<file path="src/ctt_pkg.sv">
// Shared token kinds, character codes, queue sizing and byte classifiers for the tokenizer.
package ctt_pkg;

    typedef enum logic [3:0] {
        K_END      = 4'd0,
        K_ERROR    = 4'd1,
        K_IDENT    = 4'd2,
        K_STRING   = 4'd3,
        K_LBRACE   = 4'd4,
        K_RBRACE   = 4'd5,
        K_LBRACKET = 4'd6,
        K_RBRACKET = 4'd7,
        K_COMMA    = 4'd8,
        K_EQUALS   = 4'd9
    } t_kind;

    localparam int OFFSET_BITS_DEF   = 24;
    localparam int LINE_COL_BITS_DEF = 16;
    localparam int KIND_W            = 4;

    // Result queue: four entries, two writes and one read per cycle.
    localparam int QDEPTH = 4;
    localparam int QPTR_W = 2;
    localparam int QCNT_W = 3;

    localparam logic [7:0] CH_TAB      = 8'h09;
    localparam logic [7:0] CH_NL       = 8'h0A;
    localparam logic [7:0] CH_CR       = 8'h0D;
    localparam logic [7:0] CH_SPACE    = 8'h20;
    localparam logic [7:0] CH_QUOTE    = 8'h22;
    localparam logic [7:0] CH_HASH     = 8'h23;
    localparam logic [7:0] CH_COMMA    = 8'h2C;
    localparam logic [7:0] CH_DASH     = 8'h2D;
    localparam logic [7:0] CH_ZERO     = 8'h30;
    localparam logic [7:0] CH_NINE     = 8'h39;
    localparam logic [7:0] CH_EQUALS   = 8'h3D;
    localparam logic [7:0] CH_UPPER_A  = 8'h41;
    localparam logic [7:0] CH_UPPER_Z  = 8'h5A;
    localparam logic [7:0] CH_LBRACKET = 8'h5B;
    localparam logic [7:0] CH_BSLASH   = 8'h5C;
    localparam logic [7:0] CH_RBRACKET = 8'h5D;
    localparam logic [7:0] CH_UNDER    = 8'h5F;
    localparam logic [7:0] CH_LOWER_A  = 8'h61;
    localparam logic [7:0] CH_LOWER_Z  = 8'h7A;
    localparam logic [7:0] CH_LBRACE   = 8'h7B;
    localparam logic [7:0] CH_RBRACE   = 8'h7D;

    // Returns K_END when the byte is not one of the six punctuation marks.
    function automatic t_kind punct_kind(input logic [7:0] c);
        t_kind k;
        case (c)
            CH_LBRACE:   k = K_LBRACE;
            CH_RBRACE:   k = K_RBRACE;
            CH_LBRACKET: k = K_LBRACKET;
            CH_RBRACKET: k = K_RBRACKET;
            CH_COMMA:    k = K_COMMA;
            CH_EQUALS:   k = K_EQUALS;
            default:     k = K_END;
        endcase
        return k;
    endfunction

    function automatic logic is_space(input logic [7:0] c);
        return (c == CH_SPACE) || (c >= CH_TAB && c <= CH_CR);
    endfunction

    function automatic logic is_alpha(input logic [7:0] c);
        return (c >= CH_UPPER_A && c <= CH_UPPER_Z) || (c >= CH_LOWER_A && c <= CH_LOWER_Z);
    endfunction

    function automatic logic is_ident_tail(input logic [7:0] c);
        return is_alpha(c) || (c >= CH_ZERO && c <= CH_NINE) || c == CH_UNDER || c == CH_DASH;
    endfunction

endpackage

</file>
<file path="src/ctt_queue.sv">
// Four-entry result queue that takes up to two results per cycle and delivers one.
module ctt_queue import ctt_pkg::*; #(
    parameter int WIDTH = 8
) (
    input  logic              i_clk,
    input  logic              i_rst_n,
    input  logic [1:0]        i_push_cnt,
    input  logic [WIDTH-1:0]  i_data0,
    input  logic [WIDTH-1:0]  i_data1,
    output logic              o_valid,
    input  logic              i_ready,
    output logic [WIDTH-1:0]  o_data,
    output logic [QCNT_W-1:0] o_count
);

    logic [WIDTH-1:0]  r_mem [QDEPTH];
    logic [QPTR_W-1:0] r_wptr;
    logic [QPTR_W-1:0] r_rptr;
    logic [QCNT_W-1:0] r_count;
    logic              w_pop;

    assign o_valid = (r_count != '0);
    assign o_data  = r_mem[r_rptr];
    assign o_count = r_count;
    assign w_pop   = o_valid && i_ready;

    always_ff @(posedge i_clk) begin
        if (i_push_cnt != 2'd0) begin
            r_mem[r_wptr] <= i_data0;
        end
        if (i_push_cnt == 2'd2) begin
            r_mem[QPTR_W'(r_wptr + 1'b1)] <= i_data1;
        end
    end

    always_ff @(posedge i_clk) begin
        if (!i_rst_n) begin
            r_wptr  <= '0;
            r_rptr  <= '0;
            r_count <= '0;
        end else begin
            r_wptr  <= QPTR_W'(r_wptr + QPTR_W'(i_push_cnt));
            r_rptr  <= QPTR_W'(r_rptr + QPTR_W'(w_pop));
            r_count <= QCNT_W'(r_count + QCNT_W'(i_push_cnt) - QCNT_W'(w_pop));
        end
    end

endmodule

</file>
<file path="src/ctt_scan.sv">
// Input register, scan mode and position tracking, and decoding of up to two tokens per byte.
module ctt_scan import ctt_pkg::*; #(
    parameter int OFFSET_BITS   = OFFSET_BITS_DEF,
    parameter int LINE_COL_BITS = LINE_COL_BITS_DEF,
    parameter int TOK_W         = KIND_W + 2 * OFFSET_BITS + 2 * LINE_COL_BITS + 1
) (
    input  logic             i_clk,
    input  logic             i_rst_n,
    input  logic             i_accept,
    input  logic [7:0]       i_char_byte,
    input  logic             i_end_of_input,
    output logic [1:0]       o_push_cnt,
    output logic [TOK_W-1:0] o_tok0,
    output logic [TOK_W-1:0] o_tok1
);

    typedef enum logic [1:0] {
        MODE_IDLE,
        MODE_IDENT,
        MODE_STRING,
        MODE_COMMENT
    } t_mode;

    localparam logic [LINE_COL_BITS-1:0] LC_ONE = LINE_COL_BITS'(1);

    t_mode                    r_mode, n_mode;
    logic [OFFSET_BITS-1:0]   r_pos, n_pos;
    logic [LINE_COL_BITS-1:0] r_line, n_line;
    logic [LINE_COL_BITS-1:0] r_col, n_col;
    logic [OFFSET_BITS-1:0]   r_pstart, n_pstart;
    logic [LINE_COL_BITS-1:0] r_pline, n_pline;
    logic [LINE_COL_BITS-1:0] r_pcol, n_pcol;
    logic                     r_in_valid;
    logic [7:0]               r_char;
    logic                     r_eoi;

    logic [OFFSET_BITS-1:0]   w_pos_inc;
    logic [LINE_COL_BITS-1:0] w_line_inc;
    logic [LINE_COL_BITS-1:0] w_col_inc;
    logic [OFFSET_BITS-1:0]   w_pend_len;
    t_kind                    w_punct;
    logic                     w_has_pre, w_has_fall, w_fall_go;
    t_kind                    w_pre_kind, w_fall_kind;
    logic [OFFSET_BITS-1:0]   w_fall_len;
    logic [TOK_W-1:0]         w_pre_tok, w_fall_tok;

    function automatic logic [TOK_W-1:0] pack_tok(
        input t_kind                    kind,
        input logic [OFFSET_BITS-1:0]   off,
        input logic [OFFSET_BITS-1:0]   len,
        input logic [LINE_COL_BITS-1:0] line,
        input logic [LINE_COL_BITS-1:0] col,
        input logic                     last
    );
        return {kind, off, len, line, col, last};
    endfunction

    assign w_pos_inc  = (r_pos == '1) ? r_pos : OFFSET_BITS'(r_pos + 1'b1);
    assign w_line_inc = (r_line == '1) ? r_line : LINE_COL_BITS'(r_line + 1'b1);
    assign w_col_inc  = (r_col == '1) ? r_col : LINE_COL_BITS'(r_col + 1'b1);
    assign w_pend_len = (r_pos >= r_pstart) ? OFFSET_BITS'(r_pos - r_pstart) : '0;
    assign w_punct    = punct_kind(r_char);

    always_comb begin
        n_mode      = r_mode;
        n_pos       = r_pos;
        n_line      = r_line;
        n_col       = r_col;
        n_pstart    = r_pstart;
        n_pline     = r_pline;
        n_pcol      = r_pcol;
        w_has_pre   = 1'b0;
        w_pre_kind  = K_ERROR;
        w_has_fall  = 1'b0;
        w_fall_kind = K_ERROR;
        w_fall_len  = OFFSET_BITS'(1);
        w_fall_go   = 1'b0;
        if (r_in_valid) begin
            if (r_eoi) begin
                // Flush an open token, then the end token; all state returns to reset.
                w_has_pre   = (r_mode == MODE_IDENT) || (r_mode == MODE_STRING);
                w_pre_kind  = (r_mode == MODE_IDENT) ? K_IDENT : K_ERROR;
                w_has_fall  = 1'b1;
                w_fall_kind = K_END;
                w_fall_len  = '0;
                n_mode      = MODE_IDLE;
                n_pos       = '0;
                n_line      = LC_ONE;
                n_col       = LC_ONE;
                n_pstart    = '0;
                n_pline     = LC_ONE;
                n_pcol      = LC_ONE;
            end else begin
                n_pos = w_pos_inc;
                if (r_char == CH_NL) begin
                    n_line = w_line_inc;
                    n_col  = LC_ONE;
                end else begin
                    n_col = w_col_inc;
                end
                case (r_mode)
                    MODE_IDENT: begin
                        if (!is_ident_tail(r_char)) begin
                            w_has_pre  = 1'b1;
                            w_pre_kind = K_IDENT;
                            n_mode     = MODE_IDLE;
                            w_fall_go  = 1'b1;
                        end
                    end
                    MODE_STRING: begin
                        if (r_char == CH_QUOTE) begin
                            w_has_pre  = 1'b1;
                            w_pre_kind = K_STRING;
                            n_mode     = MODE_IDLE;
                        end else if (r_char == CH_NL || r_char == CH_CR ||
                                     r_char == CH_BSLASH) begin
                            w_has_pre  = 1'b1;
                            w_pre_kind = K_ERROR;
                            n_mode     = MODE_IDLE;
                            w_fall_go  = 1'b1;
                        end
                    end
                    MODE_COMMENT: begin
                        if (r_char == CH_NL) begin
                            n_mode    = MODE_IDLE;
                            w_fall_go = 1'b1;
                        end
                    end
                    default: begin
                        w_fall_go = 1'b1;
                    end
                endcase
                if (w_fall_go) begin
                    if (is_space(r_char)) begin
                        n_mode = MODE_IDLE;
                    end else if (r_char == CH_HASH) begin
                        n_mode = MODE_COMMENT;
                    end else if (w_punct != K_END) begin
                        w_has_fall  = 1'b1;
                        w_fall_kind = w_punct;
                    end else if (r_char == CH_QUOTE) begin
                        n_pstart = w_pos_inc;
                        n_pline  = r_line;
                        n_pcol   = r_col;
                        n_mode   = MODE_STRING;
                    end else if (is_alpha(r_char) || r_char == CH_UNDER) begin
                        n_pstart = r_pos;
                        n_pline  = r_line;
                        n_pcol   = r_col;
                        n_mode   = MODE_IDENT;
                    end else begin
                        w_has_fall  = 1'b1;
                        w_fall_kind = K_ERROR;
                    end
                end
            end
        end
    end

    assign w_pre_tok  = pack_tok(w_pre_kind, r_pstart, w_pend_len, r_pline, r_pcol,
                                 !w_has_fall);
    assign w_fall_tok = pack_tok(w_fall_kind, r_pos, w_fall_len, r_line, r_col, 1'b1);
    assign o_tok0     = w_has_pre ? w_pre_tok : w_fall_tok;
    assign o_tok1     = w_fall_tok;
    assign o_push_cnt = 2'(w_has_pre) + 2'(w_has_fall);

    always_ff @(posedge i_clk) begin
        if (i_accept) begin
            r_char <= i_char_byte;
            r_eoi  <= i_end_of_input;
        end
        if (!i_rst_n) begin
            r_in_valid <= 1'b0;
            r_mode     <= MODE_IDLE;
            r_pos      <= '0;
            r_line     <= LC_ONE;
            r_col      <= LC_ONE;
            r_pstart   <= '0;
            r_pline    <= LC_ONE;
            r_pcol     <= LC_ONE;
        end else begin
            r_in_valid <= i_accept;
            r_mode     <= n_mode;
            r_pos      <= n_pos;
            r_line     <= n_line;
            r_col      <= n_col;
            r_pstart   <= n_pstart;
            r_pline    <= n_pline;
            r_pcol     <= n_pcol;
        end
    end

endmodule

</file>
<file path="src/config_text_tokenizer.sv">
// Top level of the configuration text tokenizer: scanner stage, result queue and ports.
// Timing: an input beat is decoded in the cycle after it is accepted, from the scanner's
// input register; its results are then written into the queue and leave from its head.
// Throughput: one input beat per cycle while the queue has room; input waits while queued
// plus newly pushed results exceed two; two-result beats can cause this with a ready receiver.
// Reset: i_rst_n is synchronous and active low; it empties the queue and sets idle mode,
// offset 0, line 1 and column 1.
module config_text_tokenizer import ctt_pkg::*; #(
    parameter int OFFSET_BITS   = OFFSET_BITS_DEF,
    parameter int LINE_COL_BITS = LINE_COL_BITS_DEF
) (
    input  logic                     i_clk,
    input  logic                     i_rst_n,
    input  logic                     i_in_valid,
    output logic                     o_in_ready,
    input  logic [7:0]               i_char_byte,
    input  logic                     i_end_of_input,
    output logic                     o_out_valid,
    input  logic                     i_out_ready,
    output logic [KIND_W-1:0]        o_token_kind,
    output logic [OFFSET_BITS-1:0]   o_start_offset,
    output logic [OFFSET_BITS-1:0]   o_token_length,
    output logic [LINE_COL_BITS-1:0] o_token_line,
    output logic [LINE_COL_BITS-1:0] o_token_column,
    output logic                     o_last_of_run
);

    // A result entry is packed as kind, offset, length, line, column, last flag (MSB first).
    localparam int TOK_W    = KIND_W + 2 * OFFSET_BITS + 2 * LINE_COL_BITS + 1;
    localparam int KIND_HI  = TOK_W - 1;
    localparam int OFF_HI   = KIND_HI - KIND_W;
    localparam int LEN_HI   = OFF_HI - OFFSET_BITS;
    localparam int LINE_HI  = LEN_HI - OFFSET_BITS;
    localparam int COL_HI   = LINE_HI - LINE_COL_BITS;

    logic              w_accept;
    logic [1:0]        w_push_cnt;
    logic [TOK_W-1:0]  w_tok0, w_tok1, w_head;
    logic [QCNT_W-1:0] w_count;

    // The scanner pushes the results of the beat held in its input register this cycle.
    // A new beat is taken only if, even without a pop, two queue slots stay free for it;
    // the decision uses registered state alone, so the two channels stay decoupled.
    assign o_in_ready = ({1'b0, w_count} + {{(QCNT_W - 1){1'b0}}, w_push_cnt})
                        <= (QCNT_W + 1)'(QDEPTH - 2);
    assign w_accept   = i_in_valid && o_in_ready;

    ctt_scan #(
        .OFFSET_BITS  (OFFSET_BITS),
        .LINE_COL_BITS(LINE_COL_BITS),
        .TOK_W        (TOK_W)
    ) u_scan (
        .i_clk         (i_clk),
        .i_rst_n       (i_rst_n),
        .i_accept      (w_accept),
        .i_char_byte   (i_char_byte),
        .i_end_of_input(i_end_of_input),
        .o_push_cnt    (w_push_cnt),
        .o_tok0        (w_tok0),
        .o_tok1        (w_tok1)
    );

    // Results leave in order from the queue head; the head entry is held in registers.
    ctt_queue #(
        .WIDTH(TOK_W)
    ) u_queue (
        .i_clk     (i_clk),
        .i_rst_n   (i_rst_n),
        .i_push_cnt(w_push_cnt),
        .i_data0   (w_tok0),
        .i_data1   (w_tok1),
        .o_valid   (o_out_valid),
        .i_ready   (i_out_ready),
        .o_data    (w_head),
        .o_count   (w_count)
    );

    assign o_token_kind   = w_head[KIND_HI -: KIND_W];
    assign o_start_offset = w_head[OFF_HI -: OFFSET_BITS];
    assign o_token_length = w_head[LEN_HI -: OFFSET_BITS];
    assign o_token_line   = w_head[LINE_HI -: LINE_COL_BITS];
    assign o_token_column = w_head[COL_HI -: LINE_COL_BITS];
    assign o_last_of_run  = w_head[0];

    // The admission rule must keep the queue from ever overfilling.
    a_queue_bound: assert property (@(posedge i_clk) disable iff (!i_rst_n)
        w_count <= QCNT_W'(QDEPTH))
        else $error("result queue overfilled");

    // A beat pushing two results must have been admitted with room for both.
    a_double_push_room: assert property (@(posedge i_clk) disable iff (!i_rst_n)
        w_push_cnt == 2'd2 |-> w_count <= QCNT_W'(QDEPTH - 2) + QCNT_W'(o_out_valid && i_out_ready))
        else $error("two results pushed without room");

    // The end token is zero length and always closes its run.
    a_end_token: assert property (@(posedge i_clk) disable iff (!i_rst_n)
        o_out_valid && o_token_kind == K_END |-> o_token_length == '0 && o_last_of_run)
        else $error("malformed end token");

    // Line and column saturate, so a delivered token never reports zero for either.
    a_line_col_nonzero: assert property (@(posedge i_clk) disable iff (!i_rst_n)
        o_out_valid |-> o_token_line != '0 && o_token_column != '0)
        else $error("token line or column is zero");

endmodule

</file>
<file path="config.mk">
export PLATFORM = sky130hd
export DESIGN_NAME = config_text_tokenizer
export DESIGN_NICKNAME = d
export VERILOG_FILES = /design/src/ctt_pkg.sv /design/src/ctt_queue.sv /design/src/ctt_scan.sv /design/src/config_text_tokenizer.sv
export SDC_FILE = /design/constraint.sdc
export NUM_CORES = 1
export LEC_CHECK = 0
export ABC_AREA = 1
export BUFFER_PORTS_ARGS = -buffer_cell sky130_fd_sc_hd__buf_2
export CELL_PAD_IN_SITES_DETAIL_PLACEMENT = 1
export CELL_PAD_IN_SITES_GLOBAL_PLACEMENT = 1
export CORE_ASPECT_RATIO = 1.75
export CORE_MARGIN = 1
export CORE_UTILIZATION = 53
export CTS_BUF_LIST = sky130_fd_sc_hd__clkbuf_4
export CTS_CLUSTER_SIZE = 28
export DETAILED_ROUTE_END_ITERATION = 16
export PLACE_DENSITY_LB_ADDON = 0.12
export SLEW_MARGIN = 5
export SYNTH_ARGS = -nofsm -noshare
export SYNTH_HDL_FRONTEND = slang
export SYNTH_SLANG_ARGS = --single-unit
</file>
<file path="constraint.sdc">
create_clock -name i_clk -period 11.2 [get_ports i_clk]
set_input_delay 0.56 -clock i_clk [delete_from_list [all_inputs] [get_ports i_clk]]
set_output_delay 0.56 -clock i_clk [all_outputs]
set_load 0.05 [all_outputs]
</file>
==> Word level (Yosys, flattened, before mapping) <==
Memories as Yosys holds them, arrays and structs flattened. A register that Yosys moved wholly into a read port is not among the register bits.
Cells that the tools add are included.
{ "op_classes": {"n_addsub": 11, "magnitude_cmp": 10, "n_eq_ne": 26, "muxes": 82, "reduce_logical": 25} }
{ "ops": {"columns": ["operator", "count"], "rows": [
  ["two-way mux 16 bit", 20],
  ["two-way mux 24 bit", 11],
  ["two-way mux 85 bit", 1],
  ["== test 8 x 6 -> 1 bit, second input constant", 6],
  ["== test 8 x 7 -> 1 bit, second input constant", 6],
  ["adder 16 x 1 -> 16 bit, second input constant", 2],
  ["== test 16 bit, second input constant", 2],
  ["two-way mux 4 bit", 8],
  ["two-way mux 2 bit", 15],
  ["adder 24 x 1 -> 24 bit, second input constant", 1],
  ["== test 24 bit, second input constant", 1],
  ["greater-or-equal comparator 24 bit", 1],
  ["case mux 4 bit (6 select lines)", 1],
  ["subtractor 24 bit", 1],
  ["two-way mux 1 bit", 22],
  ["== test 8 x 4 -> 1 bit, second input constant", 2],
  ["greater-or-equal comparator 8 x 7 -> 1 bit, second input constant", 2],
  ["<= comparator 8 x 7 -> 1 bit, second input constant", 2],
  ["logical OR 1 bit", 9],
  ["greater-or-equal comparator 8 x 4 -> 1 bit, second input constant", 1],
  ["greater-or-equal comparator 8 x 6 -> 1 bit, second input constant", 1],
  ["<= comparator 8 x 4 -> 1 bit, second input constant", 1],
  ["<= comparator 8 x 6 -> 1 bit, second input constant", 1],
  ["inequality test 2 x 1 -> 1 bit, second input constant", 4],
  ["23 further kinds", 33]
]} }
{ "word_totals": {"ff_bits": 131, "mem_bits_rw": 340, "inputBits": 13, "wordCells": 168, "memories": 1} }
{ "memory_table": {"columns": ["name", "depth", "word_bits", "read_ports", "rd_clocked_by_memory_dff", "write_ports", "line", "rtl"], "rows": [
  ["u_queue.r_mem", 4, 85, 1, 1, 2, "ctt_queue.sv:16", "logic [WIDTH-1:0] r_mem [QDEPTH];"]
]} }

==> Depth between registers and ports, before layout <==
{ "depth": {"ltp_word": 17, "ltp_mapped": 22} }

==> Modules after synthesis <==
A second synthesis with hierarchy kept.
{ "hier_totals": {"cells_unflattened": 3151, "area_unflattened_um2": 25733.4} }
{ "modules_own_cells": {"columns": ["module", "n_inst", "cells_per_inst", "area_per_inst_um2", "seq_area_each_um2"], "rows": [
  ["ctt_queue", 1, 1722, 16814.9, 10349.9],
  ["ctt_scan", 1, 1415, 8827.2, 2572.5],
  ["config_text_tokenizer", 1, 14, 91.3, 0.0]
]} }

==> Worst setup path after synthesis <==
OpenSTA, ideal clock, no wires.
{ "synth_timing": {"path_kind": "reg-to-reg", "from": "register u_scan.r_char[3]", "to": "memory u_queue.r_mem[0][46] (netlist bit)", "arrival_time_ns": 4.421, "required_time_ns": 11.069, "setup_slack_ns": 6.649, "path_stages_with_launch": 21, "path_buffers": 1, "synth_period_minus_slack_ns": 4.551, "cell_sequence": "edfxtp_1 > nor2_1 > nand2_1 > nand2_1 > nand2_1 > nand2_1 > nand2_2 > inv_2 > nand3_2 > nand2_4 > nand2_1 > o21ai_0 > ha_1 > inv_1 > nor3_1 > inv_1 > nand2_1 > inv_1 > clkbuf_1 > nand2_1 > o21ai_0"} }
{ "synth_rtl": {"columns": ["element", "line", "rtl"], "rows": [
  ["start: declaration", "ctt_scan.sv:34", "logic [7:0] r_char;"],
  ["start signal: assignment", "ctt_scan.sv:169", "r_char <= i_char_byte;"],
  ["end: declaration", "ctt_queue.sv:16", null]
]} }

==> Final worst setup path <==
{ "layout_timing": {"from": "register u_scan.r_char[3]", "to": "output port o_in_ready"} }
{ "layout_between": {"elab_chain_cells": 16} }
{ "layout_rtl": {"columns": ["element", "line", "rtl"], "rows": [
  ["greater-or-equal comparator 8 x 7 -> 1 bit or <= comparator 8 x 7 -> 1 bit (tied branches)", "ctt_pkg.sv:68", "return (c >= CH_UPPER_A && c <= CH_UPPER_Z) || (c >= CH_LOWER_A && c <= CH_LOWER_Z);"],
  ["logical AND 1 bit", "ctt_pkg.sv:68", null],
  ["logical OR 1 bit", "ctt_pkg.sv:68", null],
  ["logical OR 1 bit (3 in a row)", "ctt_pkg.sv:72", "return is_alpha(c) || (c >= CH_ZERO && c <= CH_NINE) || c == CH_UNDER || c == CH_DASH;"],
  ["two-way mux 1 bit", "ctt_scan.sv:103", "if (!is_ident_tail(r_char)) begin"],
  ["case mux 1 bit (3 select lines)", "ctt_scan.sv:101", "case (r_mode)"],
  ["two-way mux 1 bit", "ctt_scan.sv:79", "if (r_eoi) begin"],
  ["two-way mux 1 bit", "ctt_scan.sv:78", "if (r_in_valid) begin"],
  ["two-way mux 1 bit", "ctt_scan.sv:133", "if (w_fall_go) begin"],
  ["two-way mux 1 bit", "ctt_scan.sv:79", null],
  ["two-way mux 1 bit", "ctt_scan.sv:78", null],
  ["adder 1 x 1 -> 2 bit (*)", "ctt_scan.sv:165", "assign o_push_cnt = 2'(w_has_pre) + 2'(w_has_fall);"],
  ["adder 3 x 2 -> 4 bit (*)", "config_text_tokenizer.sv:44", "assign o_in_ready = ({1'b0, w_count} + {{(QCNT_W - 1){1'b0}}, w_push_cnt})"],
  ["<= comparator 4 x 2 -> 1 bit (*)", "config_text_tokenizer.sv:45", "<= (QCNT_W + 1)'(QDEPTH - 2);"],
  ["end: declaration", "config_text_tokenizer.sv:15", "output logic o_in_ready,"]
]} }
Every way passes the cells marked *; elsewhere a longest branch is shown, timed or not. The select of a mux whose other input is x is not followed.

==> metrics.md <==
| Metric | Value |
|---|---|
| Maximum fanout encountered on the critical timing path | 37 |
| Clock transition at path regs | approximately 0.080 ns |
| Average detailed-routed wire length per instance | about 25 µm |
| Half-perimeter wire length of the detailed placement result | approximately 57000 µm |
| Area share of the leading cell type in the synthesized netlist | 32.2% |
| Sink of the worst hold path | u_scan.r_pline[0] |
| Vias | around 22000 |
| Layout Skew | 0.0703 ns |
| Clock root buffer | clkbuf_4 |
| CP arrival | approximately 5.4 ns |
| Type of destination of the critical path | primary output |
| IR Drop Worst-Case VDD | between 0.2 and 0.25 mV |
| Status | completed |
| Cells after DPL | 3329 |
| Number of endpoints failing setup at the final stage | 0 |
| Gates resized, CTS repair | 0 |
| Average vias per placed instance | 6.35 |
| WS Path Type | flip-flop to primary output |
| Ranking of synthesized cells by area | edfxtp_1 (32%), dfxtp_1 (19%), nand2_1 (9.1%) |
| Dominant cell type by area after synthesis | edfxtp_1 |
| Cell count of the worst reg-to-reg path | 15 |
| Nets | roughly 2900 |
| Total of flip-flops plus latches after synthesis | ~470 |
| # clock sinks | 471 |
| Cell count after synthesis | around 2800 |
| Slew of the pin with the lowest slew margin | between 1 and 1.5 ns |
| Proportion of synthesized chip area in sequential cells | between 50% and 60% |
| Wire length of the first global-routing pass | between 100000 and 150000 µm |
| Required time at the endpoint of the critical path | 10.64 ns |
| Number of antenna violations at the first check in global routing | 3 |
| Standard-cell row count | just over 100 |
| Hold wc startpoint | i_rst_n |
| IO Pins | 100 |
| Clock buffers created by TritonCTS | between 100 and 150 |
| Drt first-iter violations | roughly 1600 |
| Clock Latency Late Sink | roughly 0.86 ns |
| Worst reg2reg setup slack | approximately 5.2 ns |
| TNS Setup | 0 ns |
| Die Width | 161 µm |
| TritonCTS clock tree | done |
| Vertical die dimension | roughly 280 µm |
| Fin util | ~60% |
| Number of max-cap violations | 0 |
| Final GP Congestion | 0.947 |
| Core Region | approximately 44000 µm² |
| Number of detailed-route iterations in the first pass | 8 |
| Proportion of layout cells with a drive suffix above 1 | between 10 and 15% |
| Achievable clock frequency | 167 MHz |
| Count of port buffers added during placement | 99 |
| Hold WS | between 0.3 and 0.4 ns |
| Via count of the first global-routing pass | about 24000 |
| Leak pwr | between 9 and 10 nW |
| Post-synth EDFFs | roughly 250 |
| Pre-CTS setup slack | 5.30 ns |
| Mapped Avg Cell Area | approximately 8.4 µm² |
| Total DRC errors in the routed layout | 0 |
| Wire length reported by the detailed router | 89400 µm |
| Number of standard cells in the final layout excluding fillers | around 3500 |
| Antenna-violating nets left | 0 |
| Post-synthesis instance area | roughly 24000 µm² |
| Number of nets produced by synthesis | 2868 |
| Sum of overflow across all layers after global routing | 0 |
| Final Hold Viols | 0 |
| Maximum root-to-sink buffer count | 3 |
| Number of unique standard cell types used by synthesis | 50 |
| Worst min path class | input pin to flip-flop |
| Number of stages on the worst hold path | 2 |
| Maximum level of the CTS H-tree | 3 |
| Syn-to-layout area delta | 9.45% |
| Ys async rst share | 0% |
| Starting density of the core | 54.1% |
| Number of setup buffers added after CTS | 0 |
| Maximum number of pins on one net before global-route repair | slightly below 100 |
| Max-slew headroom at the worst pin | 22.9% |
| Total die area | approximately 45000 µm² |
| Launching element type of the critical path | flip-flop |
| Worst R2R Start | u_scan.r_char[3] |
| Max Slew Vio Count | 0 |
| Fin crit period | about 6.0 ns |
| Pwr per Cell Area | about 220 nW/µm² |
| RSZ-0062 raised after global routing | no |
| Final cycle utilization of the critical path | a little over half |
| Total Routing Usage GR | 39.9% |
| Crit path setup slack, layout | ~5.2 ns |
| Reg-to-reg endpoint | u_queue.r_mem[3][45] |
| Top FF cell, synth | edfxtp_1 |
| Number of warnings reported in the yosys synthesis log | 0 |
==> layer usage <==
layer / track usage (%) / wire, µm
met1: 39.8 / 30400
met4: 37.2 / 8850
met5: 0 / 13
met3: 6.24 / 5230
met2: 70.6 / 44900
==> critical path: stages (launching register included) <==
cell and delay (ns):
edfxtp_1 0.45, nor2_1 0.22, nand4_2 0.80, inv_2 0.65, nor2_1 0.10, inv_1 0.12
o21ai_0 0.32, ha_1 0.48, ha_1 0.21, fa_1 0.18, inv_1 0.05, a2111oi_0 0.35
a21oi_1 0.14, nor2_1 0.18, buf_2 0.30
==> cell usage after synthesis (5+ instances only) <==
library cell  count
nand2_1         572
o21ai_0         310
o22ai_1         310
nor2_1          294
edfxtp_1        253
dfxtp_1         218
inv_1           157
a21oi_1         151
clkbuf_1        141
nand3_1          79
o21ai_2          56
ha_1             41
nor3_1           35
xor2_1           25
nand4_1          18
inv_2            17
buf_2            12
or2_2            11
buf_4            10
clkinv_1         10
nor2_2            9
buf_6             8
nor4_1            8
a211oi_1          7
nor2_4            6
a21o_1            5
==> timing repair <==
action	in CTS	in global routing
endpoints found under the setup margin	0	0
hold endpoints to repair	10	0
hold buffers	10	0
==> flip-flops by register name, indices dropped and copies added (netlist names), 3 cells and up <==
register / count
u_scan.r_char: 8
u_scan.r_line: 16
u_queue.r_mem: 340
u_scan.r_pos: 24
u_scan.r_col: 16
u_scan.r_pline: 16
u_scan.r_pstart: 24
u_queue.o_count: 3
u_scan.r_pcol: 16
==> per-stage QoR <==
step                instance area, µm²  total power, mW
finish                           25800             5.61
global route                     25800             5.81
CTS                              25800             5.60
detailed placement               24300             4.16
global placement                 24300             4.11
floorplan                        23600             3.54
==> logic make-up after synthesis <==
group                      after synthesis  share of synthesized area (%)
xor gates and xnor gates                29                           1.08
DFF                                    471                           50.7
AOI/OAI and AO/OA                      857                           21.0
and+or+nand+nor                       1050                           18.5
buffers and inverters                  359                           6.19
muxes                                    1                         0.0425
adders and majority gates               44                           2.43
==> worst max-delay path by stage <==
stage                           from              endpoint
finish              u_scan.r_char[3]            o_in_ready
detailed placement  u_scan.r_char[3]  u_queue.r_mem[3][41]
floorplan           u_scan.r_char[3]  u_queue.r_mem[0][46]
global route        u_scan.r_char[3]  u_queue.r_mem[3][38]
global placement    u_scan.r_char[3]  u_queue.r_mem[2][84]
CTS                 u_scan.r_char[3]            o_in_ready
==> cell usage in the layout, fill, tap and decap left out, types with 7 or more instances in the layout <==
cell and instances:
a211oi_1 7, a21oi_1 151, buf_2 99, buf_4 28
clkbuf_4 168, clkinv_1 26, dfxtp_1 216, dlygate4sd3_1 10
edfxtp_1 253, ha_1 41, inv_1 151, inv_2 22
nand2_1 567, nand3_1 79, nand4_1 18, nor2_1 293
nor2_2 10, nor3_1 35, nor4_1 8, o21ai_0 310
o21ai_2 56, o22ai_1 310, or2_2 11, xor2_1 25
==> layout make-up <==
type                            count  area (µm²)
Tap cell                          566         708
Antenna cell                        2        5.00
Timing Repair Buffer              137         806
Fill cell                        5322       17800
Clock inverter                     24         166
Multi-Input combinational cell   1981       10200
Sequential cell                   471       12000
Clock buffer                      168        1260
Inverter                          184         693
==> where the power goes <==
group | switching, mW | internal (mW) | leakage, nW
combinational | 1.68 | 0.430 | 4.71
sequential | 0.110 | 1.95 | 3.89
clock | 0.721 | 0.727 | 0.849
total | 2.51 | 3.10 | 9.45
(Power assumes the default switching activity.)
